$ cat src/rtl/xwpm_pkg.sv
// Shared codes and controller/datapath interface types for the XOR window pattern matcher.
package xwpm_pkg;

   localparam int CSR_INDEX_W = 1;
   localparam int CSR_DATA_W  = 4;
   localparam int WORD_W      = 64;

   localparam logic [CSR_INDEX_W-1:0] CSR_XOR_DEPTH      = 1'b0;
   localparam logic [CSR_INDEX_W-1:0] CSR_PATTERN_SELECT = 1'b1;

   localparam logic [1:0] OP_CLEAR = 2'd0;
   localparam logic [1:0] OP_PUSH  = 2'd1;
   localparam logic [1:0] OP_TEST  = 2'd2;

   localparam logic [3:0] PAT_ZERO     = 4'd0;
   localparam logic [3:0] PAT_ONES     = 4'd1;
   localparam logic [3:0] PAT_REP_BYTE = 4'd2;
   localparam logic [3:0] PAT_ONE_HOT  = 4'd3;
   localparam logic [3:0] PAT_SE_3_3   = 4'd4;
   localparam logic [3:0] PAT_SE_7_7   = 4'd5;
   localparam logic [3:0] PAT_SE_15_15 = 4'd6;
   localparam logic [3:0] PAT_SE_0_31  = 4'd7;
   localparam logic [3:0] PAT_SE_31_0  = 4'd8;

   typedef struct packed {
      logic       clear;       // empty the window
      logic       push;        // write request word into ring
      logic       capture;     // latch test word into level-0 accumulator
      logic       rd_en;       // window read at rd_addr
      logic       acc_load;    // acc[lvl+1] = acc[lvl] ^ read data
      logic       chk_direct;  // check the test word itself
      logic [1:0] lvl;         // accumulator level in use
      logic       rsp_load;    // load output register
      logic       rsp_value;
   } cmd_type;

   typedef struct packed {
      logic       hit;         // checked word fits selected pattern
      logic [1:0] depth;       // configured XOR depth
   } status_type;

endpackage

$ cat src/rtl/xwpm_dp.sv
// Datapath: configuration registers, window memory, XOR accumulators and pattern checker.
module xwpm_dp #(
   parameter int WINDOW_DEPTH = 16,
   localparam int AW = (WINDOW_DEPTH > 1) ? $clog2(WINDOW_DEPTH) : 1,
   localparam int CW = $clog2(WINDOW_DEPTH + 1)
) (
   input  logic                                  clock,
   input  logic                                  reset,
   input  logic [xwpm_pkg::WORD_W-1:0]           req_data_word,
   input  logic                                  csr_write_enable,
   input  logic [xwpm_pkg::CSR_INDEX_W-1:0]      csr_index,
   input  logic [xwpm_pkg::CSR_DATA_W-1:0]       csr_write_data,
   input  xwpm_pkg::cmd_type                     cmd,
   input  logic [AW-1:0]                         rd_addr,
   output xwpm_pkg::status_type                  status,
   output logic [CW-1:0]                         count,
   output logic                                  rsp_match_found
);
   import xwpm_pkg::*;

   logic [1:0]        xor_depth_ff, xor_depth_in;
   logic [3:0]        pattern_ff, pattern_in;
   logic [AW-1:0]     wptr_ff, wptr_in;
   logic [CW-1:0]     count_ff, count_in;
   logic [WORD_W-1:0] mem [WINDOW_DEPTH];
   logic [WORD_W-1:0] rdata_ff;
   logic [WORD_W-1:0] acc0_ff, acc1_ff, acc2_ff;
   logic [WORD_W-1:0] acc_src, acc_next, chk_word;
   logic              match_ff;

   function automatic logic uni(input logic [WORD_W-1:0] v, input logic [WORD_W-1:0] m);
      logic [WORD_W-1:0] s;
      s = v & m;
      return (s == '0) || (s == m);
   endfunction

   function automatic logic pattern_ok(input logic [WORD_W-1:0] w, input logic [3:0] sel);
      logic ok;
      ok = 1'b0;
      case (sel)
         PAT_ZERO:     ok = (w == '0);
         PAT_ONES:     ok = (w == '1);
         PAT_REP_BYTE: begin
            ok = 1'b1;
            for (int k = 1; k < WORD_W / 8; k++) begin
               if (w[8*k +: 8] != w[7:0]) ok = 1'b0;
            end
         end
         PAT_ONE_HOT:  ok = (w != '0) && ((w & (w - 64'd1)) == '0);
         PAT_SE_3_3:   ok = uni(w, 64'h0000_0000_FFFF_FFF8) && uni(w, 64'hFFFF_FFF8_0000_0000);
         PAT_SE_7_7:   ok = uni(w, 64'h0000_0000_FFFF_FF80) && uni(w, 64'hFFFF_FF80_0000_0000);
         PAT_SE_15_15: ok = uni(w, 64'h0000_0000_FFFF_8000) && uni(w, 64'hFFFF_8000_0000_0000);
         PAT_SE_0_31:  ok = uni(w, 64'hFFFF_FFFF_0000_0000);
         PAT_SE_31_0:  ok = uni(w, 64'h0000_0000_FFFF_FFFF);
         default:      ok = 1'b0;
      endcase
      return ok;
   endfunction

   always_comb begin
      xor_depth_in = xor_depth_ff;
      pattern_in   = pattern_ff;
      if (csr_write_enable) begin
         case (csr_index)
            CSR_XOR_DEPTH:      xor_depth_in = csr_write_data[1:0];
            CSR_PATTERN_SELECT: pattern_in   = csr_write_data;
            default: ;
         endcase
      end
   end

   always_comb begin
      wptr_in  = wptr_ff;
      count_in = count_ff;
      if (cmd.clear) begin
         wptr_in  = '0;
         count_in = '0;
      end else if (cmd.push) begin
         wptr_in = (wptr_ff == AW'(WINDOW_DEPTH - 1)) ? '0 : wptr_ff + 1'b1;
         if (count_ff != CW'(WINDOW_DEPTH)) count_in = count_ff + 1'b1;
      end
   end

   always_ff @(posedge clock) begin
      if (reset) begin
         xor_depth_ff <= '0;
         pattern_ff   <= '0;
         wptr_ff      <= '0;
         count_ff     <= '0;
      end else begin
         xor_depth_ff <= xor_depth_in;
         pattern_ff   <= pattern_in;
         wptr_ff      <= wptr_in;
         count_ff     <= count_in;
      end
   end

   always_ff @(posedge clock) begin
      if (cmd.push) mem[wptr_ff] <= req_data_word;
      if (cmd.rd_en) rdata_ff <= mem[rd_addr];
   end

   always_comb begin
      case (cmd.lvl)
         2'd0:    acc_src = acc0_ff;
         2'd1:    acc_src = acc1_ff;
         default: acc_src = acc2_ff;
      endcase
      acc_next = acc_src ^ rdata_ff;
      chk_word = cmd.chk_direct ? acc0_ff : acc_next;
   end

   always_ff @(posedge clock) begin
      if (cmd.capture) acc0_ff <= req_data_word;
      if (cmd.acc_load && cmd.lvl == 2'd0) acc1_ff <= acc_next;
      if (cmd.acc_load && cmd.lvl != 2'd0) acc2_ff <= acc_next;
      if (cmd.rsp_load) match_ff <= cmd.rsp_value;
   end

   assign status.hit      = pattern_ok(chk_word, pattern_ff);
   assign status.depth    = xor_depth_ff;
   assign count           = count_ff;
   assign rsp_match_found = match_ff;

endmodule

$ cat src/rtl/xwpm_ctrl.sv
// Controller: accepts transactions and walks the window index combinations for a test.
module xwpm_ctrl #(
   parameter int WINDOW_DEPTH = 16,
   localparam int AW = (WINDOW_DEPTH > 1) ? $clog2(WINDOW_DEPTH) : 1,
   localparam int CW = $clog2(WINDOW_DEPTH + 1)
) (
   input  logic                 clock,
   input  logic                 reset,
   input  logic                 req_valid,
   output logic                 req_stall,
   input  logic [1:0]           req_opcode,
   output logic                 rsp_valid,
   input  logic                 rsp_stall,
   output xwpm_pkg::cmd_type    cmd,
   input  xwpm_pkg::status_type status,
   input  logic [CW-1:0]        count,
   output logic [AW-1:0]        rd_addr
);
   import xwpm_pkg::*;

   localparam int XW = (CW > 2) ? CW : 2;

   localparam logic [2:0] ST_IDLE = 3'd0;
   localparam logic [2:0] ST_RD   = 3'd1;
   localparam logic [2:0] ST_EV   = 3'd2;
   localparam logic [2:0] ST_NEXT = 3'd3;
   localparam logic [2:0] ST_DIR  = 3'd4;
   localparam logic [2:0] ST_DONE = 3'd5;

   logic [2:0]    state_ff, state_in;
   logic [1:0]    lvl_ff, lvl_in;
   logic [AW-1:0] idx0_ff, idx0_in, idx1_ff, idx1_in, idx2_ff, idx2_in;
   logic          res_ff, res_in;
   logic          rsp_valid_ff, rsp_valid_in;
   logic          accept, inner, slot_free;
   logic [AW-1:0] lvl_idx, start_idx;
   logic [CW-1:0] bound, idx_inc;

   assign req_stall = (state_ff != ST_IDLE);
   assign accept    = req_valid && !req_stall;
   assign slot_free = !rsp_valid_ff || !rsp_stall;
   assign inner     = (lvl_ff == status.depth - 2'd1);

   always_comb begin
      case (lvl_ff)
         2'd0: begin
            lvl_idx = idx0_ff;
            bound   = count;
         end
         2'd1: begin
            lvl_idx = idx1_ff;
            bound   = CW'(idx0_ff);
         end
         default: begin
            lvl_idx = idx2_ff;
            bound   = CW'(idx1_ff);
         end
      endcase
      idx_inc   = CW'(lvl_idx) + 1'b1;
      // lowest index of the level below that still leaves room for the deeper levels
      start_idx = AW'(status.depth - 2'd2 - lvl_ff);
   end

   always_comb begin
      state_in = state_ff;
      lvl_in   = lvl_ff;
      idx0_in  = idx0_ff;
      idx1_in  = idx1_ff;
      idx2_in  = idx2_ff;
      res_in   = res_ff;
      cmd      = '0;
      cmd.lvl  = lvl_ff;
      case (state_ff)
         ST_IDLE: begin
            cmd.lvl = 2'd0;
            if (accept) begin
               case (req_opcode)
                  OP_CLEAR: cmd.clear = 1'b1;
                  OP_PUSH:  cmd.push  = 1'b1;
                  OP_TEST: begin
                     cmd.capture = 1'b1;
                     lvl_in      = 2'd0;
                     idx0_in     = AW'(status.depth - 2'd1);
                     if (status.depth == 2'd0) begin
                        state_in = ST_DIR;
                     end else if (XW'(count) < XW'(status.depth)) begin
                        res_in   = 1'b0;
                        state_in = ST_DONE;
                     end else begin
                        state_in = ST_RD;
                     end
                  end
                  default: ;
               endcase
            end
         end
         ST_RD: begin
            cmd.rd_en = 1'b1;
            state_in  = ST_EV;
         end
         ST_EV: begin
            if (inner) begin
               if (status.hit) begin
                  res_in   = 1'b1;
                  state_in = ST_DONE;
               end else begin
                  state_in = ST_NEXT;
               end
            end else begin
               cmd.acc_load = 1'b1;
               lvl_in       = lvl_ff + 2'd1;
               if (lvl_ff == 2'd0) idx1_in = start_idx;
               else idx2_in = start_idx;
               state_in = ST_RD;
            end
         end
         ST_NEXT: begin
            if (idx_inc < bound) begin
               case (lvl_ff)
                  2'd0:    idx0_in = AW'(idx_inc);
                  2'd1:    idx1_in = AW'(idx_inc);
                  default: idx2_in = AW'(idx_inc);
               endcase
               state_in = ST_RD;
            end else if (lvl_ff == 2'd0) begin
               res_in   = 1'b0;
               state_in = ST_DONE;
            end else begin
               lvl_in = lvl_ff - 2'd1;
            end
         end
         ST_DIR: begin
            cmd.lvl        = 2'd0;
            cmd.chk_direct = 1'b1;
            res_in         = status.hit;
            state_in       = ST_DONE;
         end
         ST_DONE: begin
            if (slot_free) begin
               cmd.rsp_load  = 1'b1;
               cmd.rsp_value = res_ff;
               state_in      = ST_IDLE;
            end
         end
         default: state_in = ST_IDLE;
      endcase
      rsp_valid_in = cmd.rsp_load || (rsp_valid_ff && rsp_stall);
   end

   always_ff @(posedge clock) begin
      if (reset) begin
         state_ff     <= ST_IDLE;
         lvl_ff       <= '0;
         rsp_valid_ff <= 1'b0;
      end else begin
         state_ff     <= state_in;
         lvl_ff       <= lvl_in;
         rsp_valid_ff <= rsp_valid_in;
      end
   end

   always_ff @(posedge clock) begin
      idx0_ff <= idx0_in;
      idx1_ff <= idx1_in;
      idx2_ff <= idx2_in;
      res_ff  <= res_in;
   end

   assign rsp_valid = rsp_valid_ff;
   assign rd_addr   = lvl_idx;

   a_load_free: assert property (@(posedge clock) disable iff (reset)
      cmd.rsp_load |-> (!rsp_valid_ff || !rsp_stall))
      else $error("output register overwritten while a transaction is pending");

   a_lvl_range: assert property (@(posedge clock) disable iff (reset)
      (state_ff == ST_EV || state_ff == ST_RD) |-> (lvl_ff < status.depth))
      else $error("search level beyond configured depth");

   a_rd_valid: assert property (@(posedge clock) disable iff (reset)
      (state_ff == ST_RD) |-> (CW'(rd_addr) < count))
      else $error("window read outside valid entries");

   a_direct: assert property (@(posedge clock) disable iff (reset)
      (accept && req_opcode == OP_TEST && status.depth == 2'd0) |=> (state_ff == ST_DIR))
      else $error("depth-zero test did not take the direct check");

endmodule

$ cat src/rtl/xor_window_pattern_matcher_unit.sv
// Top level of the XOR window pattern matcher: controller plus datapath.
// A test is checked against the selected pattern after XOR with every set of xor_depth
// distinct window words. The single window memory read port and one pattern checker take
// each combination through read, check and step states, and each partial selection of the
// outer indexes through read, accumulate and step states, ending early at the first match.
// At depth 0 the test word itself is checked, and when the window holds fewer than xor_depth
// words the result is no match without a search. A finished result waits in the output
// register while the next transaction is taken; a second result holds the controller, and
// so the input, until that register frees.
module xor_window_pattern_matcher_unit #(
   parameter int WINDOW_DEPTH = 16
) (
   input  logic                             clock,
   input  logic                             reset,
   input  logic                             req_valid,
   output logic                             req_stall,
   input  logic [1:0]                       req_opcode,
   input  logic [xwpm_pkg::WORD_W-1:0]      req_data_word,
   output logic                             rsp_valid,
   input  logic                             rsp_stall,
   output logic                             rsp_match_found,
   input  logic                             csr_write_enable,
   input  logic [xwpm_pkg::CSR_INDEX_W-1:0] csr_index,
   input  logic [xwpm_pkg::CSR_DATA_W-1:0]  csr_write_data
);
   import xwpm_pkg::*;

   localparam int AW = (WINDOW_DEPTH > 1) ? $clog2(WINDOW_DEPTH) : 1;
   localparam int CW = $clog2(WINDOW_DEPTH + 1);

   cmd_type       cmd;
   status_type    status;
   logic [CW-1:0] count;
   logic [AW-1:0] rd_addr;

   xwpm_ctrl #(.WINDOW_DEPTH(WINDOW_DEPTH)) u_ctrl (
      .clock      (clock),
      .reset      (reset),
      .req_valid  (req_valid),
      .req_stall  (req_stall),
      .req_opcode (req_opcode),
      .rsp_valid  (rsp_valid),
      .rsp_stall  (rsp_stall),
      .cmd        (cmd),
      .status     (status),
      .count      (count),
      .rd_addr    (rd_addr)
   );

   xwpm_dp #(.WINDOW_DEPTH(WINDOW_DEPTH)) u_dp (
      .clock            (clock),
      .reset            (reset),
      .req_data_word    (req_data_word),
      .csr_write_enable (csr_write_enable),
      .csr_index        (csr_index),
      .csr_write_data   (csr_write_data),
      .cmd              (cmd),
      .rd_addr          (rd_addr),
      .status           (status),
      .count            (count),
      .rsp_match_found  (rsp_match_found)
   );

endmodule

$ cat config.mk
export PLATFORM = sky130hd
export DESIGN_NAME = xor_window_pattern_matcher_unit
export DESIGN_NICKNAME = d
export VERILOG_FILES = /design/src/rtl/xwpm_pkg.sv /design/src/rtl/xwpm_dp.sv /design/src/rtl/xwpm_ctrl.sv /design/src/rtl/xor_window_pattern_matcher_unit.sv
export SDC_FILE = /design/constraint.sdc
export NUM_CORES = 2
export LEC_CHECK = 0
export BUFFER_PORTS_ARGS = -buffer_cell sky130_fd_sc_hd__buf_2
export CAP_MARGIN = 5
export CORE_MARGIN = 3
export CORE_UTILIZATION = 45
export CTS_BUF_LIST = sky130_fd_sc_hd__clkbuf_2
export DETAILED_ROUTE_END_ITERATION = 10
export GPL_TIMING_DRIVEN = 0
export SYNTH_ARGS = -nofsm -noshare
export SYNTH_HDL_FRONTEND = slang
export SYNTH_HIERARCHICAL = 1
export SYNTH_SLANG_ARGS = --single-unit
$ cat constraint.sdc
create_clock -name clock -period 13.5 [get_ports clock]
set_input_delay 0 -clock clock [delete_from_list [all_inputs] [get_ports clock]]
set_output_delay 0 -clock clock [all_outputs]
set_load 0.02 [all_outputs]
==> reports/results.ini <==
[sta]
fmax_mhz = 121
grt_setup_unrepaired = no
tns_ns = 0
worstMarginPinSlew_ns = 1.38
finalSetupViolCount = 0
fin_skew_ns = 0.177
slew_headroom = 0.0675
min_period_ns = 8.30
fin_crit_sh = 0.615
slew_viol_final = 0
final_hold_viol_count = 0
timing.hold.ws_ns = 0.398

[cts]
cts_max_path_buffers = 4
clk_pin_slew_ns = 0.09
cts_tree = yes
cts_max_level = 5
clk_latency_ns = 1.67
postCtsSetupRepairBufs = 0
cts-resized-gates = 0
clkSinkCount = 1315
cts_made_buffers = 342
ctsHoldBuffers = 239
root_buffer = clkbuf_2

[synthesis]
avgSynthCellArea_um2 = 19.1
synth.area.top_cells = edfxtp_1 (71%), mux4_2 (13%), mux2i_1 (1.5%), nand2_1 (0.98%), xor2_1 (0.83%)
ys_seq_area_frac = 0.720
yosysMostFrequentCell = edfxtp_1
postSynthCellCount = 2852
synth_ff_type = edfxtp_1
synth_edf_count = 1294
yosys.area.top_type = edfxtp_1
async_flop_share = 0
yosysUniqueCellTypes = 102
synth-seq-cells = 1315
synth_top_area_share = 0.712
synth_area_um2 = 54600
synth_nets = 2947
synth_common_cells = edfxtp_1 (1294), mux4_2 (320), nand2_1 (142), mux2i_1 (82)
ys_warn_count = 6

[setup_path]
crit_arrival_ns = 9.58
worst-setup-path-type = register to register
rr_startpoint = u_ctrl/state_ff[0]
end_kind = register
crit_fanout = 11
worst_ep_required_time_ns = 14.79
start_kind = register
cp-startpoint = u_ctrl/state_ff[0]

[layout]
area_delta_synth_final_pct = 15.4
drive_gt1_frac = 0.285
fin_nets = 3645

[routing]
wirelength_um = 167000
antenna_left = 0
wire_per_inst_um = 30.9
drt_iter0_drc = 3628
via_per_inst = 6.00
vias = 32400
firstDrtPassIters = 6
drc_errors = 0

[grt]
grt_pass1_vias = 33500
grt_max_degree = 51
grt_pass1_wl_um = 237000
grt_use_total = 0.266
grt.overflow.total = 0
antenna_found_initial = 8

[flow_run]
maxCapViolations = 0

[hold_path]
worstHoldPathType = primary input to register
worstHoldStart = req_valid

[floorplanning]
die-area_um2 = 126000
die_w_um = 354
die_h_um = 354
core_area_um2 = 120000
num_io_pins = 79
start_util = 0.454
fp-row-count = 127

[pwr]
p_total_w = 0.00755
power.density_nw_per_um2 = 120
leakagePower_nw = 20.7
vdd_drop_max_mv = 0.0989

[placed_design]
hpwl_um = 108000
routabilityCongestion = 0.951
port_buffers = 78

[outcome]
status = complete, no violations

where the power goes:
| group | switching [W] | total (W) | internal, W |
|---|---|---|---|
| clock | 0.00155 | 0.00252 | 0.000973 |
| sequential | 0.0000207 | 0.00452 | 0.00450 |
| combinational | 0.000322 | 0.000511 | 0.000189 |
routing by layer:
layer  part of all wire  track usage  vias to the layer above
met5            0.00026            0                        -
met4              0.025       0.0819                        6
met3              0.083       0.0611                      237
met2               0.47        0.414                     1542
met1               0.42        0.376                    17100
li1                   -            -                    13500
worst paths after layout:
| kind | endpoint | cells past startpoint | slack (ns) |
|---|---|---|---|
| setup / recovery | u_ctrl/res_ff | 18 | 5.20 |
| hold / removal | u_dp/wptr_ff[0] | 7 | 0.40 |
| setup reg to reg | u_ctrl/res_ff | 18 | 5.20 |
| hold reg to reg | u_dp/rsp_match_found | 1 | 0.53 |
worst max-delay path: stages (launching register included):
cell	delay, ns
dfxtp_1	0.32
clkbuf_1	0.28
clkbuf_1	0.46
nor2b_1	0.10
buf_2	0.28
inv_1	0.47
buf_2	0.49
buf_1	0.76
clkbuf_1	0.82
buf_2	0.58
mux2i_1	0.98
o22ai_1	0.26
a2111oi_2	0.39
nand4_1	0.16
or4_1	0.70
nand2_1	0.24
a22o_1	0.17
nand2_1	0.06
a222oi_1	0.39
final cells by class:
| cell class | instances | area, um2 |
|---|---|---|
| sequential | 1315 | 39300 |
| tap | 1612 | 2020 |
| timing repair buffer | 354 | 3510 |
| fill | 9946 | 57100 |
| clock inverter | 91 | 410 |
| multi-input combinational | 1378 | 14600 |
| inverter | 23 | 86.3 |
| antenna | 10 | 25.0 |
| buffer | 136 | 672 |
| clock buffer | 473 | 2370 |
cells in the final DEF, fill, tap and decap left out, types with 66 or more instances in the layout:
cell,synthesis,routed
o21ai_0,67,67
mux4_2,320,320
clkinv_1,0,73
dlygate4sd3_1,0,239
nor2_1,67,66
nand2_1,142,142
edfxtp_1,1294,1294
mux2i_1,82,82
clkbuf_2,0,478
buf_2,28,110
registers in the layout, summed over array words and instances, names as in the netlist:
signal and count:
u_dp/acc0_ff 64, u_dp/mem 1024, u_dp/pattern_ff 4, u_dp/acc2_ff 64, u_ctrl/idx1_ff 4, u_ctrl/idx2_ff 4, u_ctrl/rsp_valid 1, u_dp/count 5
u_dp/wptr_ff 4, u_ctrl/idx0_ff 4, u_ctrl/state_ff 3, u_dp/xor_depth_ff 2, u_dp/rsp_match_found 1, u_dp/acc1_ff 64, u_ctrl/res_ff 1, u_ctrl/lvl_ff 2
u_dp/rdata_ff 64
per-stage QoR:
| stage | area [um2] | util | instances | setup WS [ns] |
|---|---|---|---|---|
| 2_1_floorplan | 54600 | - | 2852 | 6.71 |
| 3_3_place_gp | 57000 | 0.474 | 4542 | 2.26 |
| 3_5_place_dp | 57800 | 0.481 | 4575 | 5.47 |
| 4_1_cts | 62900 | 0.524 | 5378 | 5.44 |
| 5_1_grt | 63000 | 0.524 | 5387 | 5.11 |
| 6_report | 63000 | 0.524 | 5392 | 5.20 |
cells by family after synthesis:
group           Yosys count  synth area share
flops                  1315             0.720
simple gates            520            0.0516
mux                     419             0.151
compound gates          352            0.0484
buf+inv                 159            0.0137
xor+xnor                 68            0.0110
fa+ha+maj                19           0.00449
No activity file was read; power rests on OpenSTA's default activity.
